[config.mk]
export PLATFORM = sky130hd
export DESIGN_NAME = ttgs_wrap
export DESIGN_NICKNAME = d
export VERILOG_FILES = /design/src/toroidal_tile_grid_store_core_macros.svh /design/src/ttgs_pkg.sv /design/src/ttgs_wrap.sv
export SDC_FILE = /design/constraint.sdc
export NUM_CORES = 1
export LEC_CHECK = 0
export ABC_AREA = 1
export BUFFER_PORTS_ARGS = -buffer_cell sky130_fd_sc_hd__buf_2
export CAP_MARGIN = 0
export CORE_ASPECT_RATIO = 0.7
export CORE_MARGIN = 2
export CORE_UTILIZATION = 55
export DETAILED_ROUTE_END_ITERATION = 7
export PLACE_DENSITY = 0.85
export REMOVE_ABC_BUFFERS = 1
export SLEW_MARGIN = 20
export SYNTH_ARGS = -nofsm -noshare
export SYNTH_HDL_FRONTEND = slang
export SYNTH_SLANG_ARGS = --single-unit
export TNS_END_PERCENT = 30
[constraint.sdc]
create_clock -name clk_i -period 2.1 [get_ports clk_i]
set_input_delay 0.315 -clock clk_i [delete_from_list [all_inputs] [get_ports clk_i]]
set_output_delay 0.315 -clock clk_i [all_outputs]
set_load 0.01 [all_outputs]
[src/toroidal_tile_grid_store_core_macros.svh]
// Assertion macros for the toroidal tile grid store.
// Define ASSERT_OFF to compile the checks away; no other dependencies.
`ifndef TOROIDAL_TILE_GRID_STORE_CORE_MACROS_SVH
`define TOROIDAL_TILE_GRID_STORE_CORE_MACROS_SVH
`ifndef ASSERT_OFF
`define TTGS_ASSERT(lbl, clk, rst_n, prop) \
  lbl: assert property (@(posedge clk) disable iff (!rst_n) prop) \
    else $error("toroidal tile grid store: assertion failed");
`define TTGS_ASSERT_RST(lbl, clk, prop) \
  lbl: assert property (@(posedge clk) prop) \
    else $error("toroidal tile grid store: reset assertion failed");
`else
`define TTGS_ASSERT(lbl, clk, rst_n, prop)
`define TTGS_ASSERT_RST(lbl, clk, prop)
`endif
`endif

[src/ttgs_pkg.sv]
// Shared constants and types of the toroidal tile grid store.
// No dependencies; imported by every module of the block.
package ttgs_pkg;

  localparam int DefMaxCols       = 256;
  localparam int DefMaxRows       = 256;
  localparam int DefObstacleSlots = 8;

  localparam int CoordW   = 10;
  localparam int DimW     = 9;
  localparam int TileW    = 8;
  localparam int CountW   = 17;
  localparam int CmdW     = 2;
  localparam int ObsCntW  = 4;
  localparam int CfgIdxW  = 3;
  localparam int CfgDataW = 64;

  localparam logic [CmdW-1:0] CmdRead  = 2'd0;
  localparam logic [CmdW-1:0] CmdWrite = 2'd1;
  localparam logic [CmdW-1:0] CmdQuery = 2'd2;
  localparam logic [CmdW-1:0] CmdCount = 2'd3;

  localparam logic [CfgIdxW-1:0] RegGridWidth  = 3'd0;
  localparam logic [CfgIdxW-1:0] RegGridHeight = 3'd1;
  localparam logic [CfgIdxW-1:0] RegGoneTile   = 3'd2;
  localparam logic [CfgIdxW-1:0] RegObsEnabled = 3'd3;
  localparam logic [CfgIdxW-1:0] RegObsCount   = 3'd4;
  localparam logic [CfgIdxW-1:0] RegObsCodes   = 3'd5;

  localparam logic [CountW-1:0] CountMax = '1;

  typedef struct packed {
    logic rd_en;
    logic wr_en;
  } mem_req_t;

endpackage

[src/ttgs_wrap.sv]
// One coordinate lane: signed value reduced by a true modulo of the span.
// Restoring remainder, one bit a cycle; uses ttgs_pkg.
module ttgs_wrap import ttgs_pkg::*; (
  input  logic                     clk_i,
  input  logic                     rst_ni,
  input  logic                     start_i,
  input  logic signed [CoordW-1:0] coord_i,
  input  logic [DimW-1:0]          span_i,
  output logic [DimW-1:0]          wrapped_o,
  output logic                     done_o
);

  localparam int StepW = $clog2(CoordW);
  localparam logic [StepW-1:0] LastStep = StepW'(CoordW - 1);

  logic [CoordW-1:0] raw;
  logic [CoordW-1:0] mag_init;
  logic [CoordW-1:0] mag_q;
  logic              neg_q;
  logic [DimW-1:0]   span_q;
  logic [DimW-1:0]   rem_q, rem_d;
  logic [DimW-1:0]   res_q;
  logic [CoordW-1:0] trial;
  logic [CoordW-1:0] span_ext;
  logic [StepW-1:0]  step_q;
  logic              run_q, fix_q, done_q;

  assign raw      = coord_i;
  assign mag_init = raw[CoordW-1] ? (~raw + CoordW'(1)) : raw;
  assign trial    = {rem_q, mag_q[CoordW-1]};
  assign span_ext = CoordW'(span_q);
  assign rem_d    = (trial >= span_ext) ? DimW'(trial - span_ext) : trial[DimW-1:0];

  always_ff @(posedge clk_i or negedge rst_ni) begin
    if (!rst_ni) begin
      run_q  <= 1'b0;
      fix_q  <= 1'b0;
      done_q <= 1'b0;
      step_q <= '0;
    end else begin
      done_q <= fix_q;
      fix_q  <= run_q && (step_q == LastStep);
      if (start_i) begin
        run_q  <= 1'b1;
        step_q <= '0;
      end else if (run_q) begin
        step_q <= step_q + StepW'(1);
        if (step_q == LastStep) begin
          run_q <= 1'b0;
        end
      end
    end
  end

  always_ff @(posedge clk_i) begin
    if (start_i) begin
      mag_q  <= mag_init;
      neg_q  <= raw[CoordW-1];
      span_q <= span_i;
      rem_q  <= '0;
    end else if (run_q) begin
      mag_q <= {mag_q[CoordW-2:0], 1'b0};
      rem_q <= rem_d;
    end
    if (fix_q) begin
      res_q <= (neg_q && (rem_q != '0)) ? (span_q - rem_q) : rem_q;
    end
  end

  assign wrapped_o = res_q;
  assign done_o    = done_q;

endmodule

== Yosys cells after proc, flatten, opt, wreduce, memory -nomap -nowiden ==
Cells that the tools add are included.

* Add/subtract/negate cells: 4
* $mul: 0
* Divide/modulo/power cells: 0
* Magnitude comparators: 1
* Eq/ne operators: 1
* Shift operators: 0
* Mux-type cells: 10
* Bitwise operators: 1
* Reductions and logical operators: 4

{| class="wikitable"
|+ Operators with widths
! operator !! count
|-
| $mux 10 || 3
|-
| $mux 9 || 2
|-
| $sub 9x9->9 || 2
|-
| $add 10x1->10 const B || 1
|-
| $ge 10x9->1 || 1
|-
| $not 10->10 || 1
|-
| $reduce_bool 9->1 || 1
|-
| $mux 4 || 2
|-
| $add 4x1->4 const B || 1
|-
| $eq 4x4->1 const B || 1
|-
| $mux 1 || 3
|-
| $logic_and 1x1->1 || 2
|-
| $reduce_bool 2->1 || 1
|}

* Register bits: 45
* Bits in latches: 0
* RAM bits: 0
* ROM bits: 0
* Input bits: 22
* Output and inout bits: 10
* Memories: 0

== Logic depth before layout (Yosys ltp) ==
Gate-level depths: netlist of the first run.

* Depth in word-level cells: 4
* Depth in mapped cells: 13
* Mapped depth without buffers: 13

== Worst setup path after synthesis of the first run ==
No wires, ideal clock.

* Path type: register to register
* Start: reg span_q[0]
* End: reg res_q[6], in the netlist wrapped_o[6], data pin
* Data arrival time: 1.489 ns
* Slack: 0.358 ns
* Cell stages (with the launch flop): 10
* Buffers on the path: 0
* Clock period less this slack: 1.742 ns
* Cells stage by stage: edfxtp_1 -> inv_1 -> ha_1 -> fa_1 -> o21ai_1 -> nand2_1 -> nand3_1 -> nand2_1 -> nand3_1 -> nand2_1

* Word-level cells in the longest chain between the ends: 2

{| class="wikitable"
|+ RTL lines
! what !! line !! source
|-
| start, declared || ttgs_wrap.sv:20 || <nowiki>logic [DimW-1:0] span_q;</nowiki>
|-
| start signal, assigned || ttgs_wrap.sv:59 || <nowiki>span_q <= span_i;</nowiki>
|-
| $sub 9x9->9 || ttgs_wrap.sv:66 || <nowiki>res_q <= (neg_q && (rem_q != '0)) ? (span_q - rem_q) : rem_q;</nowiki>
|-
| $mux 9 || ttgs_wrap.sv:66 ||
|-
| end signal, assigned || ttgs_wrap.sv:66 ||
|-
| end, declared || ttgs_wrap.sv:22 || <nowiki>logic [DimW-1:0] res_q;</nowiki>
|}

No other way between the ends.
A chain may end at the register's enable or synchronous reset.

== Final worst setup path of the first run ==
Same ends and word-level chain as after synthesis.

==> key figures, run 1 <==
Run status
  – Status: finished, final reports clean

Setup path
  – CP Cell Sequence: inv_1, ha_1, fa_1, o21ai_2, nand2_1, nand3_1, nand2_1, nand3_1, nand2_1
  – CP required: around 2200 ps
  – Critical-path cell with the highest stage delay: fa_1
  – Worst Path Buf+Inv: 1
  – Max FO, Critical Path: 3
  – CP delay by family, top: adder cells
  – Crit end category: flip-flop
  – Critical path arrival: 2000 ps
  – Most used cell, CP: nand2_1
  – CP peak stage delay: 430 ps
  – CP startpoint kind: flip-flop
  – Crit Path Class: flip-flop to flip-flop

Pwr
  – Pwr per Cell Area: approximately 1100 nW/µm²
  – VDD IR-drop max: about 0.42 mV
  – Leakage Power: 0.00168 µW

Flow run
  – Max-cap violations: 0

Die
  – Die area: between 5000 and 6000 µm²
  – Chip height: 65.1 µm
  – Row count: 22
  – Num ports: 32
  – Initial Util: a little under three fifths
  – Core area: between 5000 and 6000 µm²
  – Die Wd: 91.3 µm

STA
  – Fin crit period: 1940 ps
  – Final slew viol count: 0
  – RSZ-0062 raised after global routing: no
  – Final Hold Fails: 0
  – Max Freq: ~510 MHz
  – Fin Setup TNS: 0 ps
  – Slew @ Worst Pin: 485 ps
  – Final setup viols: 0
  – Final clock skew: 10.0 ps
  – Hold Slack: approximately 180 ps
  – Slew Limit Headroom: approximately two thirds
  – Final worst-path cycle share: between 90% and 100%

Routing
  – DRC: 0
  – DR pass1 iterations: 7
  – WL/cell: around 14 µm
  – Via-to-Cell Ratio: between 5 and 6
  – Vias: ~2600
  – Routed wire length: 6930 µm
  – Post-route ant nets: 0
  – Detailed Route Iter0 Violations: 280

CTS
  – CTS Buffer Depth: 2
  – CTS H-tree lvls: 2
  – Clock slew at reported path FFs: 100 ps
  – CTS tree: yes
  – Clock root cell: clkbuf_8
  – CTS Sinks: 45
  – CTS buffer count: 5
  – Clock insertion delay at the later pin of the skew report: about 300 ps

Global routing
  – First-pass GRT wire length: around 12000 µm
  – Grt total ovfl: 0
  – Vias in the first global route: 2539
  – Largest net degree at the start of global routing: 18
  – Tot GR Track Use: 25.4%
  – Initial antenna violation count: 0

Finish
  – # fillers: 422
  – Synthesis-to-layout area growth: 13.6%
  – Design Area, Final: ~3300 µm²
  – Final #Nets: about 460
  – Layout cell share with drive strength beyond 1: 14.1%
  – Cell Count, Final, Fillers Out: 484
  – # diodes: 0
  – Final core occ: between 60% and 70%

Synth
  – Post-synth top flop: edfxtp_1
  – Post-synthesis register bit count: 45
  – Top-count cell post-synth: nand2_1
  – Netlist Area Pre-Place: between 2000 and 3000 µm²
  – Mean Syn Cell Area: ~8 µm²
  – Synth top area cells: edfxtp_1, nand2_1, ha_1
  – Async set-reset flop share out of synthesis: roughly 16%
  – Synth area leader: edfxtp_1
  – Synth top area share: between 20 and 30%
  – Sequential area share after synthesis: a little over two fifths
  – EDFF count, synth: 29
  – Yosys warns: 0
  – Most instantiated cells after synthesis: nand2_1, inv_1, nand3_1
  – Post-Syn Instances: approximately 370
  – Synth cell types: 31

Place
  – Number of port buffers: 31
  – Dpl cells: 475
  – DPL Wire Length: 5080 µm
  – RePlAce Congestion: just under 0.9
  – Post-DP Area: ~3200 µm²

Min path
  – Hold crit path type: primary input to flip-flop
[cells in the final DEF (no fill, tap or decap), types with 4 or more instances in the layout]
master,netlist,routed
xnor2_1,5,5
clkbuf_8,0,5
edfxtp_1,29,29
nand3b_1,4,4
nand2_2,5,4
dfxtp_1,9,9
o21ai_0,12,12
inv_1,55,55
buf_4,1,4
nand2_1,122,122
o21ai_1,7,6
ha_1,20,20
buf_2,2,31
xor2_1,7,7
nand4_1,4,4
dfrtp_1,7,7
nand3_1,34,34
nor2_1,22,22
a21oi_1,11,11
[path summary, 6_finish.rpt]
| check | from | to | slack [ps] | cells after the start |
|---|---|---|---|---|
| setup / recovery | span_q[0] | wrapped_o[6] | 160 | 9 |
| max in group asynchronous | rst_ni | step_q[0] | 1580 | 2 |
| hold / removal | span_i[3] | span_q[3] | 180 | 1 |
| setup reg to reg | span_q[0] | wrapped_o[6] | 160 | 9 |
| hold reg to reg | rem_q[5] | rem_q[5] | 510 | 2 |
| min in group asynchronous | rst_ni | step_q[2] | 370 | 2 |
[repair_timing]
action,4_1_cts,5_1_grt
resized for setup,0,3
setup buffers,0,0
endpoints found under the setup margin,0,6
hold buffers,1,0
hold endpoints to repair,7,0
[final cells by class]
cell class	count	area, µm²	area share [%]
inverters	56	213	6.39
well taps	72	90.1	2.71
repair buffers	36	195	5.86
clock inverters	3	68.8	2.07
multi-input cells	267	1470	44.1
clock buffers	5	68.8	2.07
flip-flops and latches	45	1230	36.8
[power by group]
group | leakage [µW] | internal (µW) | switching [µW]
logic | 0.00116 | 618 | 1020
clock network | 0.0000687 | 479 | 321
registers | 0.000455 | 1090 | 119
total | 0.00168 | 2180 | 1460
[per-stage QoR]
stage                     setup WS, ps  power, µW
after global routing              32.7       3920
final                              155       3650
after detailed placement           152       2780
after CTS                         91.4       3600
after global placement             204       2710
after floorplan                    358       2390
[cells by family (layout without fill, tap and decap cells)]
group                    after synthesis  in the layout  share of synthesized area [%]
AND/OR/NAND/NOR                      201            201                           30.6
adder cells (fa/ha/maj)               22             22                           9.90
AO/OA/AOI/OAI                         32             32                           5.59
buffers and inverters                 62            100                           8.49
XOR/XNOR                              12             12                           3.59
flip-flops                            45             45                           41.8
[sequential cells by signal, summed over array words and instances (netlist names)]
signal,cells
span_q,9
wrapped_o,9
rem_q,9
done_o,1
fix_q,1
run_q,1
mag_q,10
neg_q,1
step_q,4
[metal layers]
layer | track usage, % | share of wire [%] | vias to the layer above
met1 | 33.7 | 44 | 1212
met2 | 43.7 | 47 | 142
met5 | 0 | 0 | -
li1 | - | - | 1275
met4 | 5.68 | 1.7 | 0
met3 | 4.88 | 7.3 | 18
No activity file was read; power rests on OpenSTA's default activity.
==> run 2, diff against run 1 <==
CORE_MARGIN = 3   (was 2)
PLACE_DENSITY = 0.75   (was 0.85)
==> key figures, run 2 (same netlist as run 1, synthesis figures left out) <==
Run status
  – Status: finished, final reports clean

Global routing
  – Tot GR Track Use: 21.7% (-3.8 points)
  – Grt total ovfl: 0 (unchanged)
  – Vias in the first global route: 2164 (-15%)
  – First-pass GRT wire length: 10400 µm (-13%)
  – Initial antenna violation count: 0 (unchanged)
  – Largest net degree at the start of global routing: 18 (unchanged)

Setup path
  – Critical path arrival: 1990 ps (about the same)
  – Reg2Reg Depth: 9 (unchanged)
  – CP required: 2180 ps (+20 ps)
  – CP startpoint kind: flip-flop
  – Max FO, Critical Path: 3 (unchanged)
  – Crit Path Class: flip-flop to flip-flop
  – Crit end category: flip-flop

Place
  – Dpl cells: 471 (-0.84%)
  – DPL Wire Length: 4720 µm (-7.1%)
  – Post-Place Setup Slack: 117 ps (-35.3 ps)
  – Post-DP Area: 3160 µm² (-0.36%)
  – Number of port buffers: 31 (unchanged)
  – RePlAce Congestion: 0.909 (+3.4%)

Routing
  – Via-to-Cell Ratio: 5.12 (-6.4%)
  – DRC: 0 (unchanged)
  – WL/cell: 12.5 µm (-12%)
  – Detailed Route Iter0 Violations: 251 (-10%)
  – DR pass1 iterations: 5 (-2)
  – Routed wire length: 6010 µm (-13%)
  – Post-route ant nets: 0 (unchanged)
  – Vias: 2457 (-7.2%)

STA
  – RSZ-0062 raised after global routing: no
  – Final Hold Fails: 0 (unchanged)
  – Hold Slack: 177 ps (-1.72 ps)
  – Final slew viol count: 0 (unchanged)
  – Final setup viols: 0 (unchanged)
  – Slew @ Worst Pin: 442 ps (-43.0 ps)
  – Slew Limit Headroom: 70.5% (+2.9 points)
  – Final worst slack: 183 ps (+27.9 ps)
  – Max Freq: 522 MHz (+1.5%)
  – Fin Setup TNS: 0 ps (unchanged)
  – Fin crit period: 1920 ps (-27.9 ps)
  – Final worst-path cycle share: 91.3% (-1.3 points)
  – Final clock skew: 10.3 ps (+0.302 ps)

Finish
  – Cell Count, Final, Fillers Out: 480 (-0.83%)
  – Synthesis-to-layout area growth: 11.4%
  – Commonest non-fill, non-tap cell in the layout: nand2_1
  – Final #Nets: 454 (-0.22%)
  – Design Area, Final: 3270 µm² (-1.9%)
  – Largest register FFs: 10 (unchanged)
  – Largest reg by FF count: mag_q
  – Layout cell share with drive strength beyond 1: 13.6% (-0.45 points)
  – # fillers: 432 (+2.4%)
  – Most frequent cells in the layout: nand2_1, inv_1, nand3_1
  – # diodes: 0 (unchanged)

Die
  – Chip height: 67.1 µm (+3.1%)
  – Die Wd: 93.3 µm (+2.2%)
  – Core area: 4970 µm² (-4.5%)
  – Die area: 6260 µm² (+5.3%)
  – Row count: 21 (-4.5%)
  – Num ports: 32 (unchanged)
  – Initial Util: 59.0% (+2.7 points)

CTS
  – Clock slew at reported path FFs: 100 ps (about the same)
  – Setup Fix Bufs, Post-CTS: 0 (unchanged)
  – Clock insertion delay at the later pin of the skew report: 310 ps (about the same)
  – Clock root cell: clkbuf_8
  – CTS H-tree lvls: 2 (unchanged)
  – CTS Buffer Depth: 2 (unchanged)
  – CTS tree: yes
  – CTS buffer count: 5 (unchanged)
  – CTS Sinks: 45 (unchanged)

Pwr
  – Pwr per Cell Area: 1020 nW/µm² (-7.0%)
  – Leakage Power: 0.00164 µW (-2.4%)
  – VDD IR-drop max: 0.525 mV (+25%)

Min path
  – Hold depth: 1 (unchanged)
  – Hold crit path type: primary input to flip-flop

Flow run
  – Max-cap violations: 0 (unchanged)
[run 2: cell count changes in the layout (fill, tap and decap cells not counted), sizes merged]
cell and delta:
clkinv +1, bufinv -2, buf -1, clkinvlp +1
[run 2: what timing repair did]
item                                    CTS  global route
endpoints found under the setup margin    0             1
resized for setup                         0             1
hold endpoints to repair                  7             0
hold buffers                              1             0
[run 2: final timing paths]
| path | start | endpoint | slack [ps] |
|---|---|---|---|
| max | span_q[0] | wrapped_o[6] | 180 |
| min | span_i[8] | span_q[8] | 180 |
| max reg2reg | span_q[0] | wrapped_o[6] | 180 |
| min reg2reg | rem_q[5] | rem_q[5] | 520 |
| max in group asynchronous | rst_ni | done_o | 1600 |
| min in group asynchronous | rst_ni | step_q[1] | 350 |
[run 2: cell type report]
cell class	instances	area, µm²	share of cell area, %
tap	69	86.3	2.64
clock buffer	5	68.8	2.11
inverter	56	213	6.51
clock inverter	3	25.0	0.766
multi-input combinational	267	1460	44.7
sequential	45	1230	37.5
timing repair buffer	35	188	5.74
[run 2: report_power, final]
part / switching, µW / leakage (µW) / internal (µW)
logic: 943 / 0.00114 / 600
clock network: 322 / 0.0000447 / 240
registers: 136 / 0.000455 / 1090
total: 1400 / 0.00164 / 1930
[run 2: stage by stage]
step           utilization (%)  total power, µW
6_report                  65.8             3330
5_1_grt                   65.8             3650
4_1_cts                   65.7             3310
3_5_place_dp              63.6             2750
3_3_place_gp              63.6             2710
2_1_floorplan                -             2390
[run 2: layer usage]
layer	vias to the layer above	global-route usage (%)	routed length, µm
met3	6	6.66	505
met1	1096	31.6	3040
met4	0	3.29	39
met5	-	0	0
met2	84	32.1	2430
li1	1271	-	-
[run 2: worst max-delay path, stage by stage, from the launching register on]
cell	delay [ps]
edfxtp_1	400
inv_1	70
ha_1	230
fa_1	420
o21ai_2	230
nand2_1	100
nand3_1	80
nand2_1	50
nand3_1	80
nand2_1	50
